File: src/hdl/hrhp_pkg.sv
// types, constants and helpers shared by the http response head parser
`default_nettype none

package hrhp_pkg;

  localparam int unsigned LengthBitsDefault = 32;

  localparam logic [4:0] NoMatch = 5'd31;
  localparam logic [4:0] NameLen = 5'd14;

  localparam logic [7:0] ChSpace = 8'h20;
  localparam logic [7:0] ChCr    = 8'h0d;
  localparam logic [7:0] ChLf    = 8'h0a;
  localparam logic [7:0] ChColon = 8'h3a;
  localparam logic [7:0] ChLowC  = 8'h63;

  typedef enum logic {
    KIND_BYTE    = 1'b0,
    KIND_RESTART = 1'b1
  } kind_e;

  typedef enum logic [3:0] {
    PH_SEEK_SPACE = 4'd0,
    PH_STATUS     = 4'd1,
    PH_STATUS_CR  = 4'd2,
    PH_STATUS_LF  = 4'd3,
    PH_HDR_START  = 4'd4,
    PH_HDR_NAME   = 4'd5,
    PH_VAL_START  = 4'd6,
    PH_HDR_VALUE  = 4'd7,
    PH_HDR_LF     = 4'd8,
    PH_BLANK_LF   = 4'd9,
    PH_BODY_START = 4'd10,
    PH_BODY       = 4'd11,
    PH_COMPLETE   = 4'd12,
    PH_ERROR      = 4'd13
  } phase_e;

  typedef struct packed {
    logic       kind;
    logic [7:0] byte_value;
  } in_item_t;

  typedef struct packed {
    logic [3:0]  phase;
    logic [15:0] status_code;
    logic [31:0] length_value;
    logic        is_body_byte;
    logic        last_body_byte;
  } out_item_t;

  function automatic logic [7:0] lower_case(input logic [7:0] c);
    logic [7:0] r;
    r = c;
    if (c >= 8'h41 && c <= 8'h5a) begin
      r = c + 8'h20;
    end
    return r;
  endfunction

  // "content-length", lower case
  function automatic logic [7:0] wanted_char(input logic [3:0] idx);
    logic [7:0] r;
    unique case (idx)
      4'd0:    r = 8'h63;
      4'd1:    r = 8'h6f;
      4'd2:    r = 8'h6e;
      4'd3:    r = 8'h74;
      4'd4:    r = 8'h65;
      4'd5:    r = 8'h6e;
      4'd6:    r = 8'h74;
      4'd7:    r = 8'h2d;
      4'd8:    r = 8'h6c;
      4'd9:    r = 8'h65;
      4'd10:   r = 8'h6e;
      4'd11:   r = 8'h67;
      4'd12:   r = 8'h74;
      4'd13:   r = 8'h68;
      default: r = 8'h00;
    endcase
    return r;
  endfunction

endpackage

`default_nettype wire

File: src/hdl/http_response_head_parser.sv
// http/1.1 response head parser, one byte per cycle unless the output stalls
//
//   channel | signals                          | payload
//   in      | in_valid_i / in_ready_o          | in_item_i  (kind, byte_value)
//   out     | out_valid_o / out_ready_i        | out_item_o (phase, status, length, body)
//
// one item per cycle while the output is taken; each byte's result shows in the cycle after it is accepted
// the parse state updates in the accept cycle, the result sits in one output register
// in_ready_o is high while the output register is empty or being taken
// reset returns the parser to the seek-status-space phase with empty output
`default_nettype none

module http_response_head_parser
  import hrhp_pkg::*;
#(
  parameter int unsigned LengthBits = LengthBitsDefault
) (
  input  wire        clk_i,
  input  wire        rst_ni,
  input  wire        in_valid_i,
  output logic       in_ready_o,
  input  in_item_t   in_item_i,
  output logic       out_valid_o,
  input  wire        out_ready_i,
  output out_item_t  out_item_o
);

  phase_e                  phase_q, phase_d;
  logic [4:0]              match_q, match_d;
  logic [15:0]             status_q, status_d;
  logic [LengthBits-1:0]   len_q, len_d;
  logic [LengthBits-1:0]   remain_q, remain_d;
  logic                    unlim_q, unlim_d;

  logic                    out_valid_q;
  out_item_t               out_item_q, out_item_d;

  logic                    accept;
  logic [7:0]              b;
  logic [7:0]              b_low;
  logic [3:0]              dval;
  logic                    is_digit;
  logic [19:0]             st_sum;
  logic [15:0]             st_next;
  logic [LengthBits-1:0]   len_base;
  logic [LengthBits+3:0]   len_sum;
  logic [LengthBits-1:0]   len_next;
  logic [LengthBits-1:0]   rem_src;
  logic [LengthBits-1:0]   rem_dec;
  logic [LengthBits+31:0]  len_ext;
  logic                    is_body;
  logic                    is_last;

  assign in_ready_o  = !out_valid_q || out_ready_i;
  assign accept      = in_valid_i && in_ready_o;
  assign out_valid_o = out_valid_q;
  assign out_item_o  = out_item_q;

  assign b        = in_item_i.byte_value;
  assign b_low    = lower_case(b);
  assign dval     = b[3:0];
  assign is_digit = (b >= 8'h30) && (b <= 8'h39);

  // saturating decimal accumulate
  assign st_sum  = ({4'b0, status_q} << 3) + ({4'b0, status_q} << 1) + {16'b0, dval};
  assign st_next = (st_sum[19:16] != 4'b0) ? '1 : st_sum[15:0];

  assign len_base = ((phase_q == PH_VAL_START) && (match_q == NameLen)) ? '0 : len_q;
  assign len_sum  = ({4'b0, len_base} << 3) + ({4'b0, len_base} << 1)
                  + {{LengthBits{1'b0}}, dval};
  assign len_next = (len_sum[LengthBits+3:LengthBits] != 4'b0) ? '1
                                                             : len_sum[LengthBits-1:0];

  assign rem_src = (phase_q == PH_BODY_START) ? len_q : remain_q;
  assign rem_dec = (rem_src != '0) ? rem_src - 1'b1 : rem_src;

  always_comb begin
    phase_d  = phase_q;
    match_d  = match_q;
    status_d = status_q;
    len_d    = len_q;
    remain_d = remain_q;
    unlim_d  = unlim_q;
    is_body  = 1'b0;
    is_last  = 1'b0;
    if (in_item_i.kind == KIND_RESTART) begin
      phase_d  = PH_SEEK_SPACE;
      match_d  = NoMatch;
      status_d = '0;
      len_d    = '0;
      remain_d = '0;
      unlim_d  = 1'b0;
    end else begin
      unique case (phase_q)
        PH_SEEK_SPACE: begin
          if (b == ChSpace) begin
            phase_d = PH_STATUS;
          end
        end
        PH_STATUS: begin
          if (is_digit) begin
            status_d = st_next;
          end else if (b == ChSpace) begin
            phase_d = PH_STATUS_CR;
          end else begin
            phase_d = PH_ERROR;
          end
        end
        PH_STATUS_CR: begin
          if (b == ChCr) begin
            phase_d = PH_STATUS_LF;
          end
        end
        PH_STATUS_LF: begin
          phase_d = (b == ChLf) ? PH_HDR_START : PH_ERROR;
        end
        PH_HDR_START: begin
          if (b == ChCr) begin
            phase_d = PH_BLANK_LF;
          end else begin
            match_d = (b_low == ChLowC) ? 5'd1 : NoMatch;
            phase_d = PH_HDR_NAME;
          end
        end
        PH_HDR_NAME: begin
          if (b == ChColon) begin
            if (match_q != NameLen) begin
              match_d = NoMatch;
            end
            phase_d = PH_VAL_START;
          end else if (match_q < NameLen && b_low == wanted_char(match_q[3:0])) begin
            match_d = match_q + 5'd1;
          end else begin
            match_d = NoMatch;
          end
        end
        PH_VAL_START, PH_HDR_VALUE: begin
          len_d   = len_base;
          phase_d = PH_HDR_VALUE;
          if (b == ChCr) begin
            phase_d = PH_HDR_LF;
          end else if (match_q == NameLen && is_digit) begin
            len_d = len_next;
          end
        end
        PH_HDR_LF: begin
          phase_d = (b == ChLf) ? PH_HDR_START : PH_ERROR;
          match_d = NoMatch;
        end
        PH_BLANK_LF: begin
          phase_d = (b == ChLf) ? PH_BODY_START : PH_ERROR;
        end
        PH_BODY_START, PH_BODY: begin
          is_body = 1'b1;
          if (phase_q == PH_BODY_START) begin
            unlim_d  = (len_q == '0);
            remain_d = '0;
            phase_d  = PH_BODY;
          end
          if (!unlim_d) begin
            remain_d = rem_dec;
            if (rem_dec == '0) begin
              is_last = 1'b1;
              phase_d = PH_COMPLETE;
            end
          end
        end
        default: begin
        end
      endcase
    end
  end

  assign len_ext = {32'b0, len_d};

  always_comb begin
    out_item_d.phase          = phase_d;
    out_item_d.status_code    = status_d;
    out_item_d.length_value   = len_ext[31:0];
    out_item_d.is_body_byte   = is_body;
    out_item_d.last_body_byte = is_last;
  end

  always_ff @(posedge clk_i or negedge rst_ni) begin
    if (!rst_ni) begin
      phase_q     <= PH_SEEK_SPACE;
      match_q     <= NoMatch;
      status_q    <= '0;
      len_q       <= '0;
      remain_q    <= '0;
      unlim_q     <= 1'b0;
      out_valid_q <= 1'b0;
    end else begin
      if (accept) begin
        phase_q  <= phase_d;
        match_q  <= match_d;
        status_q <= status_d;
        len_q    <= len_d;
        remain_q <= remain_d;
        unlim_q  <= unlim_d;
      end
      if (in_ready_o) begin
        out_valid_q <= in_valid_i;
      end
    end
  end

  always_ff @(posedge clk_i) begin
    if (accept) begin
      out_item_q <= out_item_d;
    end
  end

endmodule

`default_nettype wire
File: config.mk
export PLATFORM = sky130hd
export DESIGN_NAME = http_response_head_parser
export DESIGN_NICKNAME = d
export VERILOG_FILES = /design/src/hdl/hrhp_pkg.sv /design/src/hdl/http_response_head_parser.sv
export SDC_FILE = /design/constraint.sdc
export NUM_CORES = 1
export LEC_CHECK = 0
export ABC_AREA = 1
export BUFFER_PORTS_ARGS = -buffer_cell sky130_fd_sc_hd__buf_2
export CAP_MARGIN = 20
export CORE_MARGIN = 5
export CORE_UTILIZATION = 27
export CTS_CLUSTER_DIAMETER = 150
export DETAILED_ROUTE_END_ITERATION = 8
export PLACE_DENSITY = 0.43
export SYNTH_ARGS = -nofsm -noshare
export SYNTH_HDL_FRONTEND = slang
export SYNTH_SLANG_ARGS = --single-unit
File: constraint.sdc
create_clock -name clk_i -period 11.41 [get_ports clk_i]
set_clock_uncertainty 0.2 [all_clocks]
set_input_delay 2.8525 -clock clk_i [delete_from_list [all_inputs] [get_ports clk_i]]
set_output_delay 2.8525 -clock clk_i [all_outputs]
set_load 0.005 [all_outputs]
==> summary.txt, run 1 <==
Outcome
  • Run status: completed

Global route
  • First-pass GRT wire length: between 70000 and 80000 µm
  • Number of antenna violations at the first check in global routing: 0
  • Global-route congestion overflow total: 0
  • All-layer global routing usage: about 17%
  • Number of global-route vias before repair: roughly 13000
  • Maximum number of pins on one net before global-route repair: 64

Synth
  • Yosys top cell by area: sky130_fd_sc_hd__dfrtp_1
  • Most instantiated cells after synthesis: 551 x sky130_fd_sc_hd__nand2_1, 228 x sky130_fd_sc_hd__nor2_1, 213 x sky130_fd_sc_hd__nand3_1, 200 x sky130_fd_sc_hd__inv_1, 134 x sky130_fd_sc_hd__a21oi_1
  • Syn Nets: 2064
  • Flip-flop and latch count after synthesis: 145
  • Cell area after technology mapping: 0.0131 mm²
  • Dominant synthesized flop cell: sky130_fd_sc_hd__dfrtp_1
  • Number of distinct library cell variants in the gate-level netlist after synthesis: 48
  • Share of the synthesized area in the top cell type: 16.4%
  • Biggest area contributors in the synthesized netlist: sky130_fd_sc_hd__dfrtp_1 16%, sky130_fd_sc_hd__nand2_1 16%, sky130_fd_sc_hd__edfxtp_1 12%
  • Mean instance size in the synthesized netlist: slightly below 7 µm²
  • Count of flip-flops with a built-in enable after synthesis: between 50 and 60
  • Dominant cell by count in the synthesized netlist: sky130_fd_sc_hd__nand2_1
  • Mapped Cells: 1943
  • Synth warnings: 0
  • Sequential fraction of the synthesis area: between 20% and 30%
  • Async set-or-reset flop fraction in the synthesized netlist: 62.8%

Cells and area
  • Post-layout net count: 2102
  • Fraction of final layout cells with drive strength greater than 1: 8.43%
  • Total area of sequential cells: around 0.0039 mm²
  • Multi-input combinational cell area: around 0.0081 mm²
  • Antenna Cells: 0
  • Fill cell count: 5272
  • P&R area growth vs syn: 11.3%

Die
  • Core outline area: 0.0478 mm²
  • Initial Util: about 27%
  • Number of placement rows: 80
  • I/O pin cnt: about 70
  • Width of the die: 230 µm
  • Die Y-Extent: 230 µm
  • Overall die area: about 0.053 mm²

Setup path
  • Worst-path fanout max: 3
  • Worst path slowest cell: sky130_fd_sc_hd__buf_2
  • Cell repeated most along the worst path: sky130_fd_sc_hd__buf_2
  • Endpoint type of the worst setup path: output port
  • Worst reg2reg startpoint: match_q[3]
  • Arrival time of data at the critical path endpoint: ~3.2 ns
  • Kind of critical path: input port to output port
  • Delay contributed by the slowest stage of the critical path: 0.14 ns
  • Endpoint required time on the critical path: 8.36 ns
  • Kind of start point of the critical path: input port
  • Cells along the critical path: buf_2 > inv_1 > nand2_1 > buf_2
  • Launching element of the worst setup path: out_ready_i

Hold path
  • Path type of the worst min-delay path: flip-flop to flip-flop
  • Worst min-delay path startpoint: len_q[27]

Route
  • DR iter-0 viols: 871
  • Final wirelength: 44900 µm
  • First-pass iteration count of the detailed router: 5
  • Routed WL per cell: 17.2 µm
  • Number of antenna-violating nets in the routed design: 0
  • Routed via count: 12792
  • Via density: just under 5
  • DRC violation count after routing: 0

Power and ir drop
  • Power density of the placed cells: 113 mW/mm²
  • Static Leak: about 0.008 µW
  • Maximum VDD drop: 0.0889 mV
  • Overall power consumption: 1650 µW

Timing
  • Setup repair after global routing missed its margin: no
  • Tightest Pin Transition: around 0.9 ns
  • Relative slew slack: 38.5%
  • Upper clock frequency limit: 160 MHz
  • Final hold violations: 0
  • Worst slack on hold paths: 0.276 ns
  • Tcrit/Tclk final: 54.9%
  • Max Transition Viols Final: 0
  • # setup viols final: 0
  • Worst Slack Setup Final: 5.15 ns
  • Final period demand of the worst path: 6.26 ns
  • Total negative setup slack: 0 ns

Clock network
  • Post-CTS resize count: 0
  • Worst-Skew Late Latency: 0.45 ns
  • Clock edge transition at the registers on the reported setup and hold paths: ~0.060 ns
  • Clk buf depth: 2
  • Clock tree sinks: 145
  • Number of post-CTS setup repair buffers: 0
  • TritonCTS buffer count: 17
  • Hold bufs inserted after CTS: 0
  • Master cell of the clock root buffer: sky130_fd_sc_hd__clkbuf_16
  • Clock tree from TritonCTS: built
  • H-tree lvl count: 4

Place
  • Number of buffers added on ports: between 60 and 70
  • Weighted congestion reported at the end of routability-driven placement: roughly 0.93
  • HPWL after detailed placement: 34200 µm
  • Post-Place Setup Slack: ~4.8 ns

Run
  • Number of maximum-capacitance violations: 0
==> metal layers <==
metal | share of wire [%] | vias to the layer above | track usage, %
met3 | 2.7 | 33 | 1.76
met5 | 0 | - | 0
met4 | 1.8 | 0 | 4.54
met1 | 50 | 6045 | 24.4
met2 | 45 | 206 | 26.8
li1 | - | 6508 | -
==> cells in the final DEF, fill, tap and decap left out, drive strengths merged, types with 4 or more instances in the layout <==
cell type / synthesis / final
nand2: 569 / 569
nor2: 241 / 241
nand3: 216 / 216
inv: 206 / 207
a21oi: 134 / 134
ha: 104 / 104
dfrtp: 86 / 86
buf: 28 / 84
edfxtp: 54 / 54
o21ai: 53 / 53
a21boi: 38 / 38
o22ai: 32 / 32
xor2: 28 / 28
clkbuf: 37 / 20
xnor2: 19 / 19
nand4: 17 / 17
nor3: 15 / 15
a21o: 8 / 8
nor4: 8 / 8
nand3b: 8 / 8
clkinv: 2 / 7
o21bai: 6 / 6
a31oi: 6 / 6
or2: 5 / 5
dfstp: 5 / 5
fa: 4 / 4
clkinvlp: 0 / 4
==> cell type report <==
class,count,area share [%]
multi-input combinational,1525,55.4
clock buffer,20,2.99
sequential,145,26.8
inverter,208,5.37
timing repair buffer,84,3.31
clock inverter,12,0.918
tap,615,5.27
==> power breakdown <==
part	total [µW]	internal, µW	switching (µW)
clock network	565	322	242
logic	483	149	334
registers	607	576	31.2
==> worst max-delay path: cells and delay by family <==
| kind | cells | cell delay (ns) |
|---|---|---|
| AND/OR/NAND/NOR | 1 | 0.08 |
| buffers and inverters | 3 | 0.27 |
==> through the flow <==
step | utilization [%] | instance area, µm² | cells
CTS | 30.4 | 14600 | 2608
finish | 30.5 | 14600 | 2609
floorplan | - | 13100 | 1943
global placement | 29.2 | 14000 | 2576
detailed placement | 29.2 | 14000 | 2576
global route | 30.5 | 14600 | 2609
==> flip-flops by register name (all words and copies together) (netlist names) <==
| name | count |
|---|---|
| match_q | 5 |
| unlim_q | 1 |
| remain_q | 32 |
| len_q | 32 |
| out_valid_o | 1 |
| status_q | 16 |
| phase_q | 4 |
| out_item_o | 54 |
==> worst paths after layout <==
path | end | slack [ns] | cells after the start
hold reg to reg | len_q[27] | 0.28 | 2
min in group asynchronous | status_q[13] | 2.16 | 1
setup reg to reg | out_item_o[12] | 5.74 | 20
max in group asynchronous | remain_q[19] | 7.53 | 2
hold / removal | len_q[27] | 0.28 | 2
setup / recovery | in_ready_o | 5.15 | 4
==> cell families (layout without fill, tap and decap cells) <==
logic type,count (synthesis),in the layout,synth area share (%)
simple gates,1079,1079,35.0
compound gates,291,291,12.9
buf+inv,273,324,8.66
flops,145,145,29.8
fa+ha+maj,108,108,10.5
xor+xnor,47,47,3.14
Power figures use the tool's default switching activity.
==> inputs of run 2 (changes only) <==
Settings changed: ABC_AREA 1 to 0, PLACE_DENSITY 0.43 to 0.44.
Clock period 11.41 ns to 5 ns, I/O delays scaled along.
==> run 2 against run 1 <==
The flow now finishes with violations (setup timing). Cell count fell by 17%. Synthesized cell count fell by 27%. Non-clock buffer count is 136 higher. Sequential cell count stayed put.
==> summary.txt, run 2 <==
Outcome
  • Run status: finished with violations
  • Failing checks: setup timing

Cells and area
  • Post-layout net count: 1684
  • Fill cell count: 4657
  • Cell area after layout: 0.0151 mm²
  • Most common cell after layout, fill and taps aside: sky130_fd_sc_hd__buf_4
  • Number of flip-flops in the largest register: 54
  • Most used cells in the layout excluding fill and tap cells: 143 x sky130_fd_sc_hd__buf_4, 128 x sky130_fd_sc_hd__o21ai_0, 126 x sky130_fd_sc_hd__nand2_1, 113 x sky130_fd_sc_hd__nor2_1, 100 x sky130_fd_sc_hd__ha_1
  • P&R area growth vs syn: 24.1%
  • Fraction of final layout cells with drive strength greater than 1: roughly a fifth
  • Non-Filler Instances: 2168
  • Antenna Cells: 0
  • Core utilization of the finished layout: 34.0%

Synth
  • Synth warnings: 0
  • Mapped Cells: 1410
  • Biggest area contributors in the synthesized netlist: sky130_fd_sc_hd__dfrtp_1 18%, sky130_fd_sc_hd__edfxtp_1 13%, sky130_fd_sc_hd__ha_1 11%
  • Cell area after technology mapping: roughly 0.012 mm²
  • Mean instance size in the synthesized netlist: 8.61 µm²
  • Flip-flop and latch count after synthesis: 145
  • Sequential fraction of the synthesis area: 32.2%
  • Yosys top cell by area: sky130_fd_sc_hd__dfrtp_1
  • Async set-or-reset flop fraction in the synthesized netlist: a little over three fifths
  • Dominant cell by count in the synthesized netlist: sky130_fd_sc_hd__o21ai_0
  • Most instantiated cells after synthesis: 136 x sky130_fd_sc_hd__o21ai_0, 129 x sky130_fd_sc_hd__nand2_1, 123 x sky130_fd_sc_hd__nor2_1, 104 x sky130_fd_sc_hd__ha_1, 86 x sky130_fd_sc_hd__dfrtp_1
  • Number of distinct library cell variants in the gate-level netlist after synthesis: 86
  • Count of flip-flops with a built-in enable after synthesis: 54
  • Share of the synthesized area in the top cell type: 17.7%
  • Dominant synthesized flop cell: sky130_fd_sc_hd__dfrtp_1
  • Syn Nets: 1531

Timing
  • Worst Slack Setup Final: -0.00951 ns
  • Tightest Pin Transition: approximately 0.9 ns
  • Max Transition Viols Final: 0
  • Relative slew slack: around 37%
  • Upper clock frequency limit: between 150 and 200 MHz
  • Final period demand of the worst path: ~5 ns
  • Final hold violations: 0
  • Total negative setup slack: -0.0147 ns
  • # setup viols final: 2
  • Worst slack on hold paths: approximately 0.3 ns
  • Tcrit/Tclk final: 100%
  • Setup repair after global routing missed its margin: yes

Clock network
  • TritonCTS buffer count: 17
  • Clock tree sinks: 145
  • Clock tree from TritonCTS: built
  • Clock edge transition at the registers on the reported setup and hold paths: about 0.070 ns
  • Clk buf depth: 2
  • H-tree lvl count: 4
  • Hold bufs inserted after CTS: 0
  • Master cell of the clock root buffer: sky130_fd_sc_hd__clkbuf_16
  • Worst-Skew Late Latency: 0.48 ns

Die
  • Width of the die: approximately 220 µm
  • Initial Util: 27.4%
  • Core outline area: 0.0443 mm²
  • Die Y-Extent: 222 µm
  • Overall die area: 0.0493 mm²
  • Number of placement rows: 77
  • I/O pin cnt: 69

Hold path
  • Path type of the worst min-delay path: flip-flop to flip-flop
  • Hold path depth: 2
  • Worst min-delay path startpoint: remain_q[0]
  • Hold EP: remain_q[0]

Run
  • Number of maximum-capacitance violations: 0

Setup path
  • Kind of start point of the critical path: flip-flop
  • Arrival time of data at the critical path endpoint: 5.05 ns
  • Internal reg-to-reg setup slack: -0.01 ns
  • Endpoint type of the worst setup path: flip-flop
  • Worst reg2reg startpoint: match_q[1]
  • Endpoint required time on the critical path: 5.04 ns
  • Kind of critical path: flip-flop to flip-flop
  • Endpoint of the lowest-slack register-to-register path: out_item_o[32]
  • Worst reg2reg path depth: 19
  • Worst-path fanout max: 5

Power and ir drop
  • Static Leak: 0.00702 µW
  • Power density of the placed cells: 245 mW/mm²
  • Maximum VDD drop: 0.296 mV

Route
  • DR iter-0 viols: 858
  • Final wirelength: 40900 µm
  • Number of antenna-violating nets in the routed design: 0
  • Routed WL per cell: 18.8 µm
  • DRC violation count after routing: 0
  • First-pass iteration count of the detailed router: 5
  • Via density: roughly 5.2
  • Routed via count: between 10000 and 15000

Global route
  • Maximum number of pins on one net before global-route repair: 80
  • Number of global-route vias before repair: ~11000
  • All-layer global routing usage: 16.4%
  • Number of antenna violations at the first check in global routing: 0
  • Global-route congestion overflow total: 0
  • First-pass GRT wire length: 64400 µm

Place
  • HPWL after detailed placement: 29900 µm
  • Placed Instance Area: 0.0139 mm²
  • Weighted congestion reported at the end of routability-driven placement: 0.858
  • Number of buffers added on ports: 68
  • Number of instances in the placed design: between 2000 and 2500
## run 2: cell types whose count changed after synthesis, sizes merged, moves of 31 or more
| cell | delta |
|---|---|
| o22ai | -31 |
| nand2 | -440 |
| o21ai | +86 |
| nor2 | -118 |
| a21oi | -51 |
| clkbuf | +31 |
| a21boi | -36 |
| nor3 | +43 |
| and2 | +35 |
| inv | -177 |
| nand3 | -187 |
## run 2: critical path, cell delays in order (launching register included)
cell	delay [ns]
sky130_fd_sc_hd__dfstp_2	0.56
sky130_fd_sc_hd__ha_4	0.13
sky130_fd_sc_hd__nand4b_1	0.12
sky130_fd_sc_hd__or3_4	0.39
sky130_fd_sc_hd__and2_4	0.16
sky130_fd_sc_hd__fa_1	0.49
sky130_fd_sc_hd__buf_4	0.15
sky130_fd_sc_hd__ha_1	0.29
sky130_fd_sc_hd__a21oi_1	0.21
sky130_fd_sc_hd__o21ai_0	0.16
sky130_fd_sc_hd__a211o_1	0.34
sky130_fd_sc_hd__nand2_2	0.13
sky130_fd_sc_hd__o31ai_1	0.09
sky130_fd_sc_hd__a31oi_1	0.24
sky130_fd_sc_hd__nor3_1	0.08
sky130_fd_sc_hd__o31a_1	0.32
sky130_fd_sc_hd__buf_6	0.16
sky130_fd_sc_hd__buf_12	0.12
sky130_fd_sc_hd__o221a_4	0.25
sky130_fd_sc_hd__a21o_1	0.15
## run 2: repair_timing
action	CTS	global route
hold endpoints to repair	0	0
buffers inserted	28	4
gates resized for setup	29	41
setup endpoints to repair	50	61
cloned	1	0
pin swaps	13	6
## run 2: logic make-up after synthesis
| logic type | after synthesis | share of synthesized area, % |
|---|---|---|
| flops | 145 | 32.2 |
| buf+inv | 116 | 3.73 |
| simple gates | 490 | 20.0 |
| compound gates | 439 | 24.2 |
| xor+xnor | 76 | 5.48 |
| fa+ha+maj | 108 | 11.4 |
| mux | 36 | 3.03 |
## run 2: per-layer routing
metal  up-vias  part of all wire [%]  wire length, µm  global-route usage [%]
met3        32                   4.3             1770                    3.68
li1       5589                     -                -                       -
met1      5467                    48            19600                    22.6
met5         -                     0                0                       0
met4         0                   1.4              565                    3.68
met2       251                    46            18900                    26.3
## run 2: report_power, final
group / internal, µW / switching (µW)
sequential: 1310 / 53.6
combinational: 376 / 500
clock: 855 / 589
total: 2540 / 1140
## run 2: worst max-delay path by stage
stage,start,endpoint,slack (ns),cells past startpoint
global placement,in_item_i[3],out_item_o[5],-0.15,14
CTS,match_q[1],out_item_o[16],-0.02,18
global route,match_q[1],out_item_o[32],-0.22,19
finish,match_q[1],out_item_o[32],-0.01,19
detailed placement,in_item_i[3],out_item_o[5],-0.19,14
floorplan,match_q[1],out_item_o[23],0.02,20
## run 2: area by class of cell
class / count / area (µm²) / area share (%)
multi-input cells: 1149 / 8110 / 53.9
flip-flops and latches: 145 / 3910 / 25.9
repair buffers: 220 / 1550 / 10.3
well taps: 592 / 741 / 4.92
clock buffers: 18 / 439 / 2.92
clock inverters: 14 / 200 / 1.33
inverters: 30 / 114 / 0.756
## run 2: stage by stage
stage	worst slack, ns	power [µW]
finish	-0.00951	3680
global route	-0.216	3910
CTS	-0.0164	3740
detailed placement	-0.193	2260
global placement	-0.146	2250
floorplan	0.0194	1950
